<file path="src/hdl/hrf_pkg.sv">
`timescale 1ns / 1ps
package hrf_pkg;

    localparam int VALUE_BITS_DEF        = 63;
    localparam int HEADER_COUNT_BITS_DEF = 21;
    localparam int CFG_WIDTH             = 21;
    localparam int CFG_ADDR_BITS         = 3;
    localparam int QUEUE_DEPTH           = 4;

    localparam logic [CFG_WIDTH-1:0]     MAX_HDR_RESET = 21'd1048576;
    localparam logic [CFG_ADDR_BITS-1:0] ADDR_MAX_HDR  = 3'd0;

    localparam logic [7:0] CH_LF    = 8'h0A;
    localparam logic [7:0] CH_CR    = 8'h0D;
    localparam logic [7:0] CH_SP    = 8'h20;
    localparam logic [7:0] CH_TAB   = 8'h09;
    localparam logic [7:0] CH_VT    = 8'h0B;
    localparam logic [7:0] CH_FF    = 8'h0C;
    localparam logic [7:0] CH_PLUS  = 8'h2B;
    localparam logic [7:0] CH_MINUS = 8'h2D;
    localparam logic [7:0] CH_ZERO  = 8'h30;
    localparam logic [7:0] CH_NINE  = 8'h39;
    localparam logic [7:0] CH_UA    = 8'h41;
    localparam logic [7:0] CH_UZ    = 8'h5A;
    localparam logic [7:0] CH_C     = 8'h63;

    typedef enum logic [1:0] {
        KIND_HEADERS = 2'd0,
        KIND_BODY    = 2'd1,
        KIND_TOOLONG = 2'd2
    } kind_t;

    typedef enum logic {
        PH_HEADER = 1'b0,
        PH_BODY   = 1'b1
    } phase_t;

    typedef enum logic [2:0] {
        TL_NONE    = 3'd0,
        TL_CR      = 3'd1,
        TL_LF      = 3'd2,
        TL_CRLF    = 3'd3,
        TL_CRLFCR  = 3'd4
    } tail_t;

    typedef enum logic [2:0] {
        LP_START  = 3'd0,
        LP_NAME   = 3'd1,
        LP_SKIP   = 3'd2,
        LP_WS     = 3'd3,
        LP_SIGN   = 3'd4,
        LP_DIGITS = 3'd5,
        LP_SCAN   = 3'd6
    } line_phase_t;

    typedef enum logic [1:0] {
        TG_NONE = 2'd0,
        TG_LEN  = 2'd1,
        TG_TIME = 2'd2,
        TG_CONN = 2'd3
    } target_t;

    function automatic logic [4:0] name_size(input logic [1:0] idx);
        logic [4:0] n;
        case (idx)
            2'd0:    n = 5'd15;
            2'd1:    n = 5'd14;
            2'd2:    n = 5'd11;
            default: n = 5'd0;
        endcase
        return n;
    endfunction

    function automatic logic [7:0] name_char(input logic [1:0] idx, input logic [3:0] pos);
        logic [8*15-1:0] s;
        logic [7:0]      ch;
        case (idx)
            2'd0:    s = "content-length:";
            2'd1:    s = {"x-bench-t0-ns:", 8'h00};
            2'd2:    s = {"connection:", 32'h0};
            default: s = '0;
        endcase
        if (pos == 4'd15)
        begin
            ch = 8'h00;
        end
        else
        begin
            ch = s[8*(14 - 32'(pos)) +: 8];
        end
        return ch;
    endfunction

    function automatic logic [7:0] close_char(input logic [2:0] pos);
        logic [7:0] ch;
        case (pos)
            3'd0:    ch = "c";
            3'd1:    ch = "l";
            3'd2:    ch = "o";
            3'd3:    ch = "s";
            3'd4:    ch = "e";
            default: ch = 8'h00;
        endcase
        return ch;
    endfunction

endpackage

</file>
<file path="src/hdl/hrf_if.sv">
`timescale 1ns / 1ps
interface hrf_in_if;
    logic       valid;
    logic       ready;
    logic [7:0] data_byte;

    modport source (output valid, output data_byte, input ready);
    modport sink   (input valid, input data_byte, output ready);
endinterface

interface hrf_out_if #(
    parameter int VALUE_BITS        = 63,
    parameter int HEADER_COUNT_BITS = 21
);
    logic                         valid;
    logic                         ready;
    logic [1:0]                   kind;
    logic [HEADER_COUNT_BITS-1:0] header_length;
    logic [VALUE_BITS-1:0]        req_length;
    logic [VALUE_BITS-1:0]        start_time;
    logic                         start_time_valid;
    logic                         close_requested;
    logic [VALUE_BITS-1:0]        body_bytes;
    logic                         last;

    modport source (output valid, output kind, output header_length, output req_length,
                    output start_time, output start_time_valid, output close_requested,
                    output body_bytes, output last, input ready);
    modport sink   (input valid, input kind, input header_length, input req_length,
                    input start_time, input start_time_valid, input close_requested,
                    input body_bytes, input last, output ready);
endinterface

</file>
<file path="src/hdl/http_request_framer_core.sv">
`timescale 1ns / 1ps
// HTTP/1.1 request header framer.
// data_in carries one request-stream byte per word; result_out carries one
// result per word: headers complete, body complete, or header too long.
// An APB port holds max_header_bytes at address 0 (reset 1048576).
// Throughput: one byte per cycle while data_in.ready is high. A byte that ends
// a header with a zero body length yields two results, which drain one per
// cycle while result_out.ready is high. The parser writes a byte's results
// into the queue at the edge that accepts the byte; the output register then
// loads them from the queue whenever it is empty or its word is taken.
// The parser sits in front of a four-entry result queue; data_in.ready drops
// while fewer than two entries are free.
// When result_out stalls, the output register holds its word and the queue
// absorbs new results; input is held off once fewer than two entries are free.
// Reset clears the parser, the queue and the output register, and restores
// the header limit; the block takes bytes right after reset.
module http_request_framer_core
    import hrf_pkg::*;
#(
    parameter int VALUE_BITS        = VALUE_BITS_DEF,
    parameter int HEADER_COUNT_BITS = HEADER_COUNT_BITS_DEF
)
(
    input  logic                     clk,
    input  logic                     rst_n,
    hrf_in_if.sink                   data_in,
    hrf_out_if.source                result_out,
    input  logic                     psel,
    input  logic                     penable,
    input  logic                     pwrite,
    input  logic [CFG_ADDR_BITS-1:0] paddr,
    input  logic [31:0]              pwdata,
    output logic [31:0]              prdata,
    output logic                     pready
);

    localparam int VB    = VALUE_BITS;
    localparam int HCB   = HEADER_COUNT_BITS;
    localparam int RES_W = 2 + HCB + 3 * VB + 3;
    localparam logic [32:0] CAP = (33'(1) << HCB) - 33'd5;

    logic [CFG_WIDTH-1:0] maxhdr_reg;
    logic [HCB-1:0]       limit;
    logic [1:0]           push_cnt;
    logic [RES_W-1:0]     push_a;
    logic [RES_W-1:0]     push_b;
    logic                 room2;
    logic                 q_nonempty;
    logic [RES_W-1:0]     q_head;
    logic                 q_pop;
    logic [RES_W-1:0]     out_data;

    assign pready = 1'b1;
    assign prdata = (paddr == ADDR_MAX_HDR) ? 32'(maxhdr_reg) : 32'd0;
    assign limit  = (33'(maxhdr_reg) < CAP) ? HCB'(maxhdr_reg) : CAP[HCB-1:0];

    always_ff @(posedge clk or negedge rst_n)
    begin
        if (!rst_n)
        begin
            maxhdr_reg <= MAX_HDR_RESET;
        end
        else if (psel && penable && pwrite && paddr == ADDR_MAX_HDR)
        begin
            maxhdr_reg <= pwdata[CFG_WIDTH-1:0];
        end
    end

    assign data_in.ready = room2;

    hrf_front #(
        .VALUE_BITS        (VB),
        .HEADER_COUNT_BITS (HCB),
        .RES_W             (RES_W)
    ) u_front (
        .clk      (clk),
        .rst_n    (rst_n),
        .in_valid (data_in.valid),
        .in_byte  (data_in.data_byte),
        .in_ready (room2),
        .limit    (limit),
        .push_cnt (push_cnt),
        .push_a   (push_a),
        .push_b   (push_b)
    );

    hrf_queue #(
        .W (RES_W)
    ) u_queue (
        .clk      (clk),
        .rst_n    (rst_n),
        .push_cnt (push_cnt),
        .push_a   (push_a),
        .push_b   (push_b),
        .room2    (room2),
        .nonempty (q_nonempty),
        .head     (q_head),
        .pop      (q_pop)
    );

    hrf_back #(
        .W (RES_W)
    ) u_back (
        .clk        (clk),
        .rst_n      (rst_n),
        .q_nonempty (q_nonempty),
        .q_head     (q_head),
        .q_pop      (q_pop),
        .out_valid  (result_out.valid),
        .out_data   (out_data),
        .out_ready  (result_out.ready)
    );

    assign {result_out.kind, result_out.header_length, result_out.req_length,
            result_out.start_time, result_out.start_time_valid, result_out.close_requested,
            result_out.body_bytes, result_out.last} = out_data;

endmodule

</file>
<file path="src/hdl/hrf_front.sv">
`timescale 1ns / 1ps
module hrf_front
    import hrf_pkg::*;
#(
    parameter int VALUE_BITS        = VALUE_BITS_DEF,
    parameter int HEADER_COUNT_BITS = HEADER_COUNT_BITS_DEF,
    parameter int RES_W             = 2 + HEADER_COUNT_BITS + 3 * VALUE_BITS + 3
)
(
    input  logic                         clk,
    input  logic                         rst_n,
    input  logic                         in_valid,
    input  logic [7:0]                   in_byte,
    input  logic                         in_ready,
    input  logic [HEADER_COUNT_BITS-1:0] limit,
    output logic [1:0]                   push_cnt,
    output logic [RES_W-1:0]             push_a,
    output logic [RES_W-1:0]             push_b
);

    localparam int VB  = VALUE_BITS;
    localparam int HCB = HEADER_COUNT_BITS;

    phase_t              phase_reg,  phase_next;
    tail_t               tail_reg,   tail_next,   tail_upd;
    logic [HCB-1:0]      hcount_reg, hcount_next, hcount_upd;
    line_phase_t         lphase_reg, lphase_next, lphase_upd;
    logic [3:0]          npos_reg,   npos_next,   npos_upd;
    logic [2:0]          cands_reg,  cands_next,  cands_upd;
    target_t             target_reg, target_next, target_upd;
    logic [2:0]          tpos_reg,   tpos_next,   tpos_upd;
    logic [VB:0]         accum_reg,  accum_next,  accum_upd;
    logic                neg_reg,    neg_next,    neg_upd;
    logic                lfound_reg, lfound_next, lfound_upd;
    logic [VB-1:0]       lval_reg,   lval_next,   lval_upd;
    logic                tfound_reg, tfound_next, tfound_upd;
    logic [VB-1:0]       tval_reg,   tval_next,   tval_upd;
    logic                close_reg,  close_next,  close_upd;
    logic [VB-1:0]       remain_reg, remain_next;

    logic                take;
    logic [7:0]          lc;
    logic                is_digit;
    logic [VB+4:0]       acc10;
    logic [VB+4:0]       acc_lim;
    logic                add_ovf;
    logic                term_hit;
    logic                too_long;
    logic                body_done;
    logic                do_clear;
    logic [1:0]          tp;
    logic [VB-1:0]       remain_dec;

    assign take     = in_valid && in_ready;
    assign lc       = (in_byte >= CH_UA && in_byte <= CH_UZ) ? in_byte + 8'd32 : in_byte;
    assign is_digit = (in_byte >= CH_ZERO) && (in_byte <= CH_NINE);
    assign acc10    = (VB+5)'({accum_reg, 3'b000}) + (VB+5)'({accum_reg, 1'b0})
                    + (VB+5)'(in_byte - CH_ZERO);
    assign acc_lim  = ((VB+5)'(1) << VB) - (VB+5)'(!neg_reg);
    assign add_ovf  = acc10 > acc_lim;
    assign remain_dec = (remain_reg != '0) ? remain_reg - VB'(1) : remain_reg;

    always_comb
    begin
        line_phase_t lp;
        logic [3:0]  pn;
        tail_upd   = tail_reg;
        hcount_upd = hcount_reg;
        lphase_upd = lphase_reg;
        npos_upd   = npos_reg;
        cands_upd  = cands_reg;
        target_upd = target_reg;
        tpos_upd   = tpos_reg;
        accum_upd  = accum_reg;
        neg_upd    = neg_reg;
        lfound_upd = lfound_reg;
        lval_upd   = lval_reg;
        tfound_upd = tfound_reg;
        tval_upd   = tval_reg;
        close_upd  = close_reg;
        term_hit   = 1'b0;
        too_long   = 1'b0;
        body_done  = 1'b0;
        tp         = 2'd0;
        lp         = lphase_reg;
        pn         = npos_reg + 4'd1;
        remain_next = remain_reg;
        phase_next  = phase_reg;

        if (take && phase_reg == PH_BODY)
        begin
            remain_next = remain_dec;
            if (remain_dec == '0)
            begin
                body_done  = 1'b1;
                phase_next = PH_HEADER;
            end
        end
        else if (take)
        begin
            hcount_upd = hcount_reg + HCB'(1);
            if (in_byte == CH_LF)
            begin
                if (lphase_reg == LP_DIGITS)
                begin
                    if (target_reg == TG_LEN && !lfound_reg)
                    begin
                        lfound_upd = 1'b1;
                        lval_upd   = neg_reg ? '0 : accum_reg[VB-1:0];
                    end
                    else if (target_reg == TG_TIME && !tfound_reg)
                    begin
                        tfound_upd = 1'b1;
                        tval_upd   = (!neg_reg && accum_reg != '0) ? accum_reg[VB-1:0] : '0;
                    end
                end
                lphase_upd = LP_START;
            end
            else if (!(lphase_reg == LP_START && in_byte == CH_CR))
            begin
                if (lphase_reg == LP_START)
                begin
                    cands_upd  = 3'b111;
                    target_upd = TG_NONE;
                    lp         = LP_NAME;
                    pn         = 4'd1;
                end
                case (lp)
                    LP_NAME:
                    begin
                        if (lphase_reg == LP_START)
                        begin
                            cands_upd = 3'b111;
                        end
                        for (int i = 0; i < 3; i++)
                        begin
                            if (cands_upd[i] &&
                                ((5'(pn - 4'd1) >= name_size(2'(i))) ||
                                 (name_char(2'(i), pn - 4'd1) != lc)))
                            begin
                                cands_upd[i] = 1'b0;
                            end
                        end
                        npos_upd = pn;
                        if (cands_upd == 3'b000)
                        begin
                            lphase_upd = LP_SKIP;
                        end
                        else
                        begin
                            lphase_upd = LP_NAME;
                            for (int i = 0; i < 3; i++)
                            begin
                                if (cands_upd[i] && name_size(2'(i)) == 5'(pn))
                                begin
                                    target_upd = target_t'(2'(i + 1));
                                    accum_upd  = '0;
                                    neg_upd    = 1'b0;
                                    tpos_upd   = 3'd0;
                                    lphase_upd = (i == 2) ? LP_SCAN : LP_WS;
                                end
                            end
                        end
                    end
                    LP_WS:
                    begin
                        if (in_byte == CH_SP || in_byte == CH_TAB || in_byte == CH_VT ||
                            in_byte == CH_FF || in_byte == CH_CR)
                        begin
                            lphase_upd = LP_WS;
                        end
                        else if (in_byte == CH_PLUS || in_byte == CH_MINUS)
                        begin
                            neg_upd    = (in_byte == CH_MINUS);
                            lphase_upd = LP_SIGN;
                        end
                        else if (is_digit)
                        begin
                            lphase_upd = add_ovf ? LP_SKIP : LP_DIGITS;
                            accum_upd  = add_ovf ? accum_reg : acc10[VB:0];
                        end
                        else
                        begin
                            lphase_upd = LP_SKIP;
                        end
                    end
                    LP_SIGN, LP_DIGITS:
                    begin
                        if (is_digit)
                        begin
                            lphase_upd = add_ovf ? LP_SKIP : LP_DIGITS;
                            accum_upd  = add_ovf ? accum_reg : acc10[VB:0];
                        end
                        else
                        begin
                            lphase_upd = LP_SKIP;
                            if (lp == LP_DIGITS && target_reg == TG_LEN && !lfound_reg)
                            begin
                                lfound_upd = 1'b1;
                                lval_upd   = neg_reg ? '0 : accum_reg[VB-1:0];
                            end
                            else if (lp == LP_DIGITS && target_reg == TG_TIME && !tfound_reg)
                            begin
                                tfound_upd = 1'b1;
                                tval_upd   = (!neg_reg && accum_reg != '0) ?
                                             accum_reg[VB-1:0] : '0;
                            end
                        end
                    end
                    LP_SCAN:
                    begin
                        if (lc == close_char(tpos_reg))
                        begin
                            if (tpos_reg >= 3'd4)
                            begin
                                close_upd = 1'b1;
                                tpos_upd  = 3'd0;
                            end
                            else
                            begin
                                tpos_upd = tpos_reg + 3'd1;
                            end
                        end
                        else
                        begin
                            tpos_upd = (lc == CH_C) ? 3'd1 : 3'd0;
                        end
                    end
                    default:
                    begin
                        lphase_upd = lp;
                    end
                endcase
            end

            if (in_byte == CH_LF)
            begin
                if (tail_reg == TL_LF || tail_reg == TL_CRLF || tail_reg == TL_CRLFCR)
                begin
                    tail_upd = TL_NONE;
                    term_hit = 1'b1;
                end
                else
                begin
                    tail_upd = (tail_reg == TL_CR) ? TL_CRLF : TL_LF;
                end
            end
            else if (in_byte == CH_CR)
            begin
                tail_upd = (tail_reg == TL_CRLF) ? TL_CRLFCR : TL_CR;
            end
            else
            begin
                tail_upd = TL_NONE;
            end

            case (tail_upd)
                TL_CR, TL_LF: tp = 2'd1;
                TL_CRLF:      tp = 2'd2;
                TL_CRLFCR:    tp = 2'd3;
                default:      tp = 2'd0;
            endcase

            if (term_hit)
            begin
                if (lval_upd != '0)
                begin
                    phase_next  = PH_BODY;
                    remain_next = lval_upd;
                end
            end
            else if ((hcount_upd - HCB'(tp)) > limit)
            begin
                too_long = 1'b1;
            end
        end

        do_clear = body_done || too_long || (term_hit && lval_upd == '0);

        tail_next   = do_clear ? TL_NONE  : tail_upd;
        hcount_next = do_clear ? '0       : hcount_upd;
        lphase_next = do_clear ? LP_START : lphase_upd;
        npos_next   = do_clear ? 4'd0     : npos_upd;
        cands_next  = do_clear ? 3'd0     : cands_upd;
        target_next = do_clear ? TG_NONE  : target_upd;
        tpos_next   = do_clear ? 3'd0     : tpos_upd;
        accum_next  = do_clear ? '0       : accum_upd;
        neg_next    = do_clear ? 1'b0     : neg_upd;
        lfound_next = do_clear ? 1'b0     : lfound_upd;
        lval_next   = do_clear ? '0       : lval_upd;
        tfound_next = do_clear ? 1'b0     : tfound_upd;
        tval_next   = do_clear ? '0       : tval_upd;
        close_next  = do_clear ? 1'b0     : close_upd;
        if (do_clear)
        begin
            remain_next = '0;
        end
    end

    always_comb
    begin
        logic [VB-1:0] tv;
        tv       = (tval_upd != '0) ? tval_upd : '0;
        push_cnt = 2'd0;
        push_a   = '0;
        push_b   = '0;
        if (body_done)
        begin
            push_cnt = 2'd1;
            push_a   = {KIND_BODY, hcount_reg, lval_reg, tval_reg, (tval_reg != '0),
                        close_reg, lval_reg, 1'b1};
        end
        else if (term_hit)
        begin
            push_a = {KIND_HEADERS, hcount_upd, lval_upd, tv, (tval_upd != '0),
                      close_upd, {VB{1'b0}}, (lval_upd != '0)};
            push_b = {KIND_BODY, hcount_upd, lval_upd, tv, (tval_upd != '0),
                      close_upd, {VB{1'b0}}, 1'b1};
            push_cnt = (lval_upd == '0) ? 2'd2 : 2'd1;
        end
        else if (too_long)
        begin
            push_cnt = 2'd1;
            push_a   = {KIND_TOOLONG, hcount_upd, {VB{1'b0}}, {VB{1'b0}}, 1'b0,
                        1'b0, {VB{1'b0}}, 1'b1};
        end
    end

    always_ff @(posedge clk or negedge rst_n)
    begin
        if (!rst_n)
        begin
            phase_reg  <= PH_HEADER;
            tail_reg   <= TL_NONE;
            hcount_reg <= '0;
            lphase_reg <= LP_START;
            npos_reg   <= '0;
            cands_reg  <= '0;
            target_reg <= TG_NONE;
            tpos_reg   <= '0;
            accum_reg  <= '0;
            neg_reg    <= 1'b0;
            lfound_reg <= 1'b0;
            lval_reg   <= '0;
            tfound_reg <= 1'b0;
            tval_reg   <= '0;
            close_reg  <= 1'b0;
            remain_reg <= '0;
        end
        else
        begin
            phase_reg  <= phase_next;
            tail_reg   <= tail_next;
            hcount_reg <= hcount_next;
            lphase_reg <= lphase_next;
            npos_reg   <= npos_next;
            cands_reg  <= cands_next;
            target_reg <= target_next;
            tpos_reg   <= tpos_next;
            accum_reg  <= accum_next;
            neg_reg    <= neg_next;
            lfound_reg <= lfound_next;
            lval_reg   <= lval_next;
            tfound_reg <= tfound_next;
            tval_reg   <= tval_next;
            close_reg  <= close_next;
            remain_reg <= remain_next;
        end
    end

endmodule

</file>
<file path="src/hdl/hrf_queue.sv">
`timescale 1ns / 1ps
module hrf_queue
    import hrf_pkg::*;
#(
    parameter int W = 8
)
(
    input  logic         clk,
    input  logic         rst_n,
    input  logic [1:0]   push_cnt,
    input  logic [W-1:0] push_a,
    input  logic [W-1:0] push_b,
    output logic         room2,
    output logic         nonempty,
    output logic [W-1:0] head,
    input  logic         pop
);

    localparam int PW = $clog2(QUEUE_DEPTH);

    logic [W-1:0]  mem [QUEUE_DEPTH];
    logic [PW-1:0] wptr_reg, wptr_next;
    logic [PW-1:0] rptr_reg, rptr_next;
    logic [PW:0]   cnt_reg,  cnt_next;

    assign room2    = cnt_reg <= (PW+1)'(QUEUE_DEPTH - 2);
    assign nonempty = cnt_reg != '0;
    assign head     = mem[rptr_reg];

    always_comb
    begin
        wptr_next = wptr_reg + PW'(push_cnt);
        rptr_next = rptr_reg + PW'(pop);
        cnt_next  = cnt_reg + (PW+1)'(push_cnt) - (PW+1)'(pop);
    end

    always_ff @(posedge clk)
    begin
        if (push_cnt != 2'd0)
        begin
            mem[wptr_reg] <= push_a;
        end
        if (push_cnt == 2'd2)
        begin
            mem[wptr_reg + PW'(1)] <= push_b;
        end
    end

    always_ff @(posedge clk or negedge rst_n)
    begin
        if (!rst_n)
        begin
            wptr_reg <= '0;
            rptr_reg <= '0;
            cnt_reg  <= '0;
        end
        else
        begin
            wptr_reg <= wptr_next;
            rptr_reg <= rptr_next;
            cnt_reg  <= cnt_next;
        end
    end

endmodule

</file>
<file path="src/hdl/hrf_back.sv">
`timescale 1ns / 1ps
module hrf_back
    import hrf_pkg::*;
#(
    parameter int W = 8
)
(
    input  logic         clk,
    input  logic         rst_n,
    input  logic         q_nonempty,
    input  logic [W-1:0] q_head,
    output logic         q_pop,
    output logic         out_valid,
    output logic [W-1:0] out_data,
    input  logic         out_ready
);

    logic         valid_reg, valid_next;
    logic [W-1:0] data_reg;

    assign q_pop     = q_nonempty && (!valid_reg || out_ready);
    assign out_valid = valid_reg;
    assign out_data  = data_reg;

    always_comb
    begin
        valid_next = q_pop || (valid_reg && !out_ready);
    end

    always_ff @(posedge clk)
    begin
        if (q_pop)
        begin
            data_reg <= q_head;
        end
    end

    always_ff @(posedge clk or negedge rst_n)
    begin
        if (!rst_n)
        begin
            valid_reg <= 1'b0;
        end
        else
        begin
            valid_reg <= valid_next;
        end
    end

endmodule

</file>
<file path="src/flat_wrapper.sv">
// flat-port wrapper written by rule: the top's interface ports become plain ports
module http_request_framer_core_flat import hrf_pkg::*;
#(
    parameter int VALUE_BITS        = VALUE_BITS_DEF,
    parameter int HEADER_COUNT_BITS = HEADER_COUNT_BITS_DEF
)
  (clk, rst_n, psel, penable, pwrite, paddr, pwdata, prdata, pready, data_in_valid, data_in_data_byte, data_in_ready, result_out_valid, result_out_kind, result_out_header_length, result_out_req_length, result_out_start_time, result_out_start_time_valid, result_out_close_requested, result_out_body_bytes, result_out_last, result_out_ready);
  hrf_in_if data_in_i ();
  hrf_out_if #(.VALUE_BITS(VALUE_BITS), .HEADER_COUNT_BITS(HEADER_COUNT_BITS)) result_out_i ();
  input  logic clk;
  input  logic rst_n;
  input  logic psel;
  input  logic penable;
  input  logic pwrite;
  input  logic [CFG_ADDR_BITS-1:0] paddr;
  input  logic [31:0] pwdata;
  output logic [31:0] prdata;
  output logic pready;
  input wire logic [$bits(data_in_i.valid)-1:0] data_in_valid;
  input wire logic [$bits(data_in_i.data_byte)-1:0] data_in_data_byte;
  output wire logic [$bits(data_in_i.ready)-1:0] data_in_ready;
  output wire logic [$bits(result_out_i.valid)-1:0] result_out_valid;
  output wire logic [$bits(result_out_i.kind)-1:0] result_out_kind;
  output wire logic [$bits(result_out_i.header_length)-1:0] result_out_header_length;
  output wire logic [$bits(result_out_i.req_length)-1:0] result_out_req_length;
  output wire logic [$bits(result_out_i.start_time)-1:0] result_out_start_time;
  output wire logic [$bits(result_out_i.start_time_valid)-1:0] result_out_start_time_valid;
  output wire logic [$bits(result_out_i.close_requested)-1:0] result_out_close_requested;
  output wire logic [$bits(result_out_i.body_bytes)-1:0] result_out_body_bytes;
  output wire logic [$bits(result_out_i.last)-1:0] result_out_last;
  input wire logic [$bits(result_out_i.ready)-1:0] result_out_ready;
  assign data_in_i.valid = data_in_valid;
  assign data_in_i.data_byte = data_in_data_byte;
  assign data_in_ready = data_in_i.ready;
  assign result_out_valid = result_out_i.valid;
  assign result_out_kind = result_out_i.kind;
  assign result_out_header_length = result_out_i.header_length;
  assign result_out_req_length = result_out_i.req_length;
  assign result_out_start_time = result_out_i.start_time;
  assign result_out_start_time_valid = result_out_i.start_time_valid;
  assign result_out_close_requested = result_out_i.close_requested;
  assign result_out_body_bytes = result_out_i.body_bytes;
  assign result_out_last = result_out_i.last;
  assign result_out_i.ready = result_out_ready;
  http_request_framer_core #(.VALUE_BITS(VALUE_BITS), .HEADER_COUNT_BITS(HEADER_COUNT_BITS)) u_core (.clk(clk), .rst_n(rst_n), .data_in(data_in_i), .result_out(result_out_i), .psel(psel), .penable(penable), .pwrite(pwrite), .paddr(paddr), .pwdata(pwdata), .prdata(prdata), .pready(pready));
endmodule
</file>
<file path="config.mk">
export PLATFORM = sky130hd
export DESIGN_NAME = http_request_framer_core_flat
export DESIGN_NICKNAME = d
export VERILOG_FILES = /design/src/hdl/hrf_pkg.sv /design/src/hdl/hrf_if.sv /design/src/hdl/http_request_framer_core.sv /design/src/hdl/hrf_front.sv /design/src/hdl/hrf_queue.sv /design/src/hdl/hrf_back.sv /design/src/flat_wrapper.sv
export SDC_FILE = /design/constraint.sdc
export NUM_CORES = 2
export LEC_CHECK = 0
export BUFFER_PORTS_ARGS = -buffer_cell sky130_fd_sc_hd__buf_2
export CORE_MARGIN = 2
export CORE_UTILIZATION = 57
export DETAILED_ROUTE_END_ITERATION = 16
export GPL_TIMING_DRIVEN = 0
export PLACE_DENSITY_LB_ADDON = 0.25
export SYNTH_ARGS = -nofsm -noshare
export SYNTH_HDL_FRONTEND = slang
export SYNTH_HIERARCHICAL = 1
export SYNTH_SLANG_ARGS = --single-unit
export TNS_END_PERCENT = 10
</file>
<file path="constraint.sdc">
create_clock -name clk -period 21.5 [get_ports clk]
set_input_delay 2.15 -clock clk [delete_from_list [all_inputs] [get_ports clk]]
set_output_delay 2.15 -clock clk [all_outputs]
set_load 0.1 [all_outputs]
</file>
Yosys cells after proc, flatten, opt, wreduce, memory -nomap -nowiden
Memories as Yosys holds them, arrays and structs flattened. A register that Yosys moved wholly into a read port is not among the register bits. Cells that the tools add are included.

Register bits: 326. Memory bits (writable): 860. Output and inout bits: 250. Memories: 1.

Magnitude comparators: 12. Mux-type cells: 295. Equality and inequality tests: 55. Shift operators: 3. Reduce and logical (&&, ||, !) cells: 84. Add/sub/neg operators: 18.

Memory list: u_core.u_queue.mem (depth 4, width 215, rd ports 1, clocked after Yosys merged registers in 1, wr ports 2, line hrf_queue.sv:21) `logic [W-1:0] mem [QUEUE_DEPTH];`.

Operators by type and width (number): $mux 63 (33); $mux 120 (15); $mux 64 (13); $mux 215 (3); $mux 214 (2); $shiftx 120x33->8 (3); $reduce_bool 63->1 (5); $mux 8 (24); $pmux 64 s3 (1); $mux 5 (33); $mux 3 (49); $logic_not 63->1 (2); $mux 21 (5); $mux 1 (83); $add 67x65->68 (1); $add 68x68->68 (1); $gt 68x68->1 (1); $sub 64x1->65 const A (1); $reduce_bool 64->1 (1); $sub 63x1->63 const B (1); $mux 4 (11); $eq 8x4->1 const B (5); $mux 2 (18); $pmux 7 s5 (1); 60 further kinds (155).

Longest topological paths before layout
Word-level depth: 47. Gate-level depth with buffers: 35. Mapped depth without buffers: 32.

Hierarchy
Netlist, hierarchy kept.

By module, submodules not included: hrf_queue (times used 1, area an instance 42971.2 µm², cells an instance 2118); hrf_front (times used 1, area an instance 29814.8 µm², cells an instance 3860); hrf_back (times used 1, area an instance 6500.0 µm², cells an instance 219); http_request_framer_core (times used 1, area an instance 1275.0 µm², cells an instance 112).

Least setup slack after synthesis
No wires, ideal clock.

Path type: input -> register. Start point: in data_in_data_byte[4]. End point: mem u_core/u_queue/mem[0][0] (netlist bit) (enable). Library setup time: 1.087 ns. Stages: 28. Arrival time: 21.711 ns. Buffers on the path: 1. Data required time: 20.413 ns. Slack: -1.298 ns. Cell sequence: inv_1 -> ha_1 -> nand4bb_1 -> nor3_1 -> nand2_1 -> a21oi_1 -> ha_1 -> fa_1 -> nand2_1 -> nor2_1 -> nand2_1 -> nor2_1 -> and3_1 -> o21ai_0 -> nor4bb_1 -> xnor2_1 -> ha_1 -> nand4_1 -> nor2_1 -> nand3_1 -> a2111oi_0 -> o21ai_1 -> inv_1 -> nor2_1 -> nand2_1 -> buf_4 -> o21bai_1 -> o21ai_0.

RTL lines: from (decl) (line flat_wrapper.sv:20) `input wire logic [$bits(data_in_i.data_byte)-1:0] data_in_data_byte;`; to (decl) (line hrf_queue.sv:21).

==> reports/qor.yml <==
synth.area.top_cells: "edfxtp_1, dfrtp_1, mux4_2"
rsz0062_at_grt: "false"
first_pass_iters: 12
synth_most_common_cell: "edfxtp_1"
grt_max_degree: 110
worstPathMaxFanout: 24
clk_path_buf_depth: 3
grt_pass1_vias: 56580
worstPathArrival_ns: 11.58
maxCapViolations: 3
p_leak_nw: 36.99
p_switching_mw: 3.608
crit_type: "in2reg"
h-tree-depth: 4
die_w_um: 379.9
synth.cell_area_um2: 80560
yosysTopAreaCell: "edfxtp_1"
synthFlopType: "edfxtp_1"
internal-power_mw: 5.633
power_density_nw_per_um2: 101.7
rrSetupSlack_ns: 11.80
nNetsFinal: 7160
slew_violations: 4
synth-warning-count: 6
seq_area_frac_synth_pct: 50.20
yosys.area_share.simple_pct: 10.45
routed_wl_mm: 254.8
hold_viol_final: 0
synth_top_family_by_area: "multiplexers"
path_clk_slew_ns: 0.06
synthXorXnorAreaFrac_pct: 1.718
drcViolationCount: 0
portBuffers: 275
ant_nets: 0
power.total_mw: 9.241
overflow: 0
track_usage_pct: 34.89
clock_latency_ns: 0.82
fin_crit_sh_pct: 51.54
hp-class: "reg2reg"
die_h_um: 379.9
place_hpwl_mm: 186.6
cts_root_buffer: "clkbuf_16"
clock_power_share_pct: 29.4
core-area_um2: 139900
pwr-share-seq_pct: 36.3
num_vias: 57360
skew_ns: 0.03456
wire_per_inst_um: 28.73
violations: "capacitance limit, slew limit"
pin_count: 300
ys_seq_elements: 1401
p_sw_share_pct: 39.04
synth_compound_area_share_pct: 7.609
cts_setup_buffers: 0
dieArea_um2: 144400
synthAdderAreaFrac_pct: 4.442
cts_buffers: 150
tightest_slew_ns: 1.516
synth_cell_types: 104
setup_viol: 0
synthTopCellsByCount: "edfxtp_1, nor2_1, nand2_1"
post_cts_resized: 0
required_ns: 22.00
vdd_drop_max_v: 0.0001512
cts.sinks: 1401
tritoncts: "done"
via_per_inst: 6.466
crit_slowest_cell: "nor3_1"
antenna_found_initial: 16
routabilityCongestion: 1.011
rows: 137
synth_cells: 6309
start_util_pct: 57.60
drtIter0Drc: 6676
ys_async_sr_fraction_pct: 23.27
grt_pass1_wl_mm: 375.1
max_stage_delay_ns: 1.01
yosys.area.top_type_share_pct: 40.07
timing.fmax_mhz: 90.25
syn_to_final_growth_pct: 12.82
end_kind: "register"
fin_setup_tns_ns: 0
timing.final.crit_period_ns: 11.08
synth_edf_count: 1075
synth.avg_cell_area_um2: 12.77
critical_path.startpoint_type: "primary input"
hold_buffers: 0
largest_reg_flops: 860
status: "finished, violations left"
drive_gt1_share_pct: 25.65
synth.area.mux_share_pct: 21.44
slew_headroom_pct: -1.251
power_frac_comb_pct: 34.3
-- final cells by class --
class | instances | area (um2)
Fill cell | 10480 | 48990
Sequential cell | 1401 | 40440
Multi-Input combinational cell | 4368 | 37140
Clock buffer | 197 | 4105
Buffer | 503 | 2909
Timing Repair Buffer | 329 | 2452
Tap cell | 1876 | 2347
Clock inverter | 79 | 1061
Inverter | 110 | 412.9
Antenna cell | 7 | 17.52
-- power by group through the flow --
stage,Combinational [mW],Sequential (mW),Clock (mW)
after floorplan,1.09,4.72,0
after global placement,3.12,3.44,0
after detailed placement,3.15,3.40,0
after CTS,3.17,3.35,2.75
after global routing,3.27,3.38,2.85
final,3.17,3.35,2.72
-- layer usage --
| metal | wire length, um | part of all wire, % | global-route usage, % | vias up |
|---|---|---|---|---|
| met2 | 116800 | 46 | 54.13 | 2808 |
| li1 | - | - | - | 24860 |
| met5 | 246 | 0.097 | 0.7937 | - |
| met1 | 100800 | 40 | 46.13 | 29080 |
| met4 | 13230 | 5.2 | 16.24 | 12 |
| met3 | 23710 | 9.3 | 8.966 | 589 |
-- cells in the final DEF (no fill, tap or decap), types with 96 or more instances in the layout --
cell	netlist	final
a21o_1	105	105
a21oi_1	291	291
and2_1	97	96
buf_2	84	358
buf_4	124	125
clkbuf_1	217	251
clkbuf_16	0	154
dfrtp_1	325	324
edfxtp_1	1075	1075
ha_1	182	182
inv_1	108	108
mux2_1	250	250
mux2_2	331	331
mux2_4	309	309
mux2i_1	125	125
mux4_2	215	215
nand2_1	334	334
nand3_1	129	129
nor2_1	506	504
nor3_1	114	113
o21ai_0	172	171
xnor2_1	109	109
-- cell families after synthesis --
family / after synthesis
muxes: 1230
other: 3
DFF: 1401
AOI/OAI and AO/OA: 965
buffers and inverters: 613
xor gates and xnor gates: 158
and+or+nand+nor: 1692
adders and majority gates: 247
-- critical path: cells and delay by family --
| kind | cells | cell delay (ns) |
|---|---|---|
| AOI/OAI and AO/OA | 4 | 1.24 |
| xor gates and xnor gates | 1 | 0.23 |
| adders and majority gates | 4 | 1.10 |
| buffers and inverters | 11 | 2.90 |
| and+or+nand+nor | 17 | 3.84 |
-- worst paths after layout --
check	startpoint	end	cells after the start
setup / recovery	data_in_data_byte[4]	u_core/u_queue/mem[0][156]$_DFFE_PP_	37
hold / removal	u_core/u_front/tfound_reg$_DFFE_PN0P_	u_core/u_front/tfound_reg$_DFFE_PN0P_	2
setup reg to reg	u_core/u_front/hcount_reg[0]$_DFF_PN0_	u_core/u_queue/mem[0][156]$_DFFE_PP_	34
hold reg to reg	u_core/u_front/tfound_reg$_DFFE_PN0P_	u_core/u_front/tfound_reg$_DFFE_PN0P_	2
max in group asynchronous	rst_n	u_core/u_front/lval_reg[32]$_DFF_PN0_	3
min in group asynchronous	rst_n	u_core/u_front/npos_reg[1]$_DFFE_PN0P_	1
-- stage by stage --
stage | worst slack (ns) | instance area [um2] | util (%) | std cells | hold slack (ns)
6_report | 10.42 | 90890 | 64.98 | 8870 | 0.5090
5_1_grt | 9.831 | 90870 | 64.96 | 8863 | 0.5290
4_1_cts | 10.15 | 90850 | 64.95 | 8861 | 0.5126
3_5_place_dp | 9.345 | 85690 | 61.26 | 8585 | 0.5003
3_3_place_gp | -6.711 | 84560 | 60.45 | 8533 | 0.4699
2_1_floorplan | 4.076 | 80840 | - | 6382 | 0.4607
No activity file was read; power rests on OpenSTA's default activity.
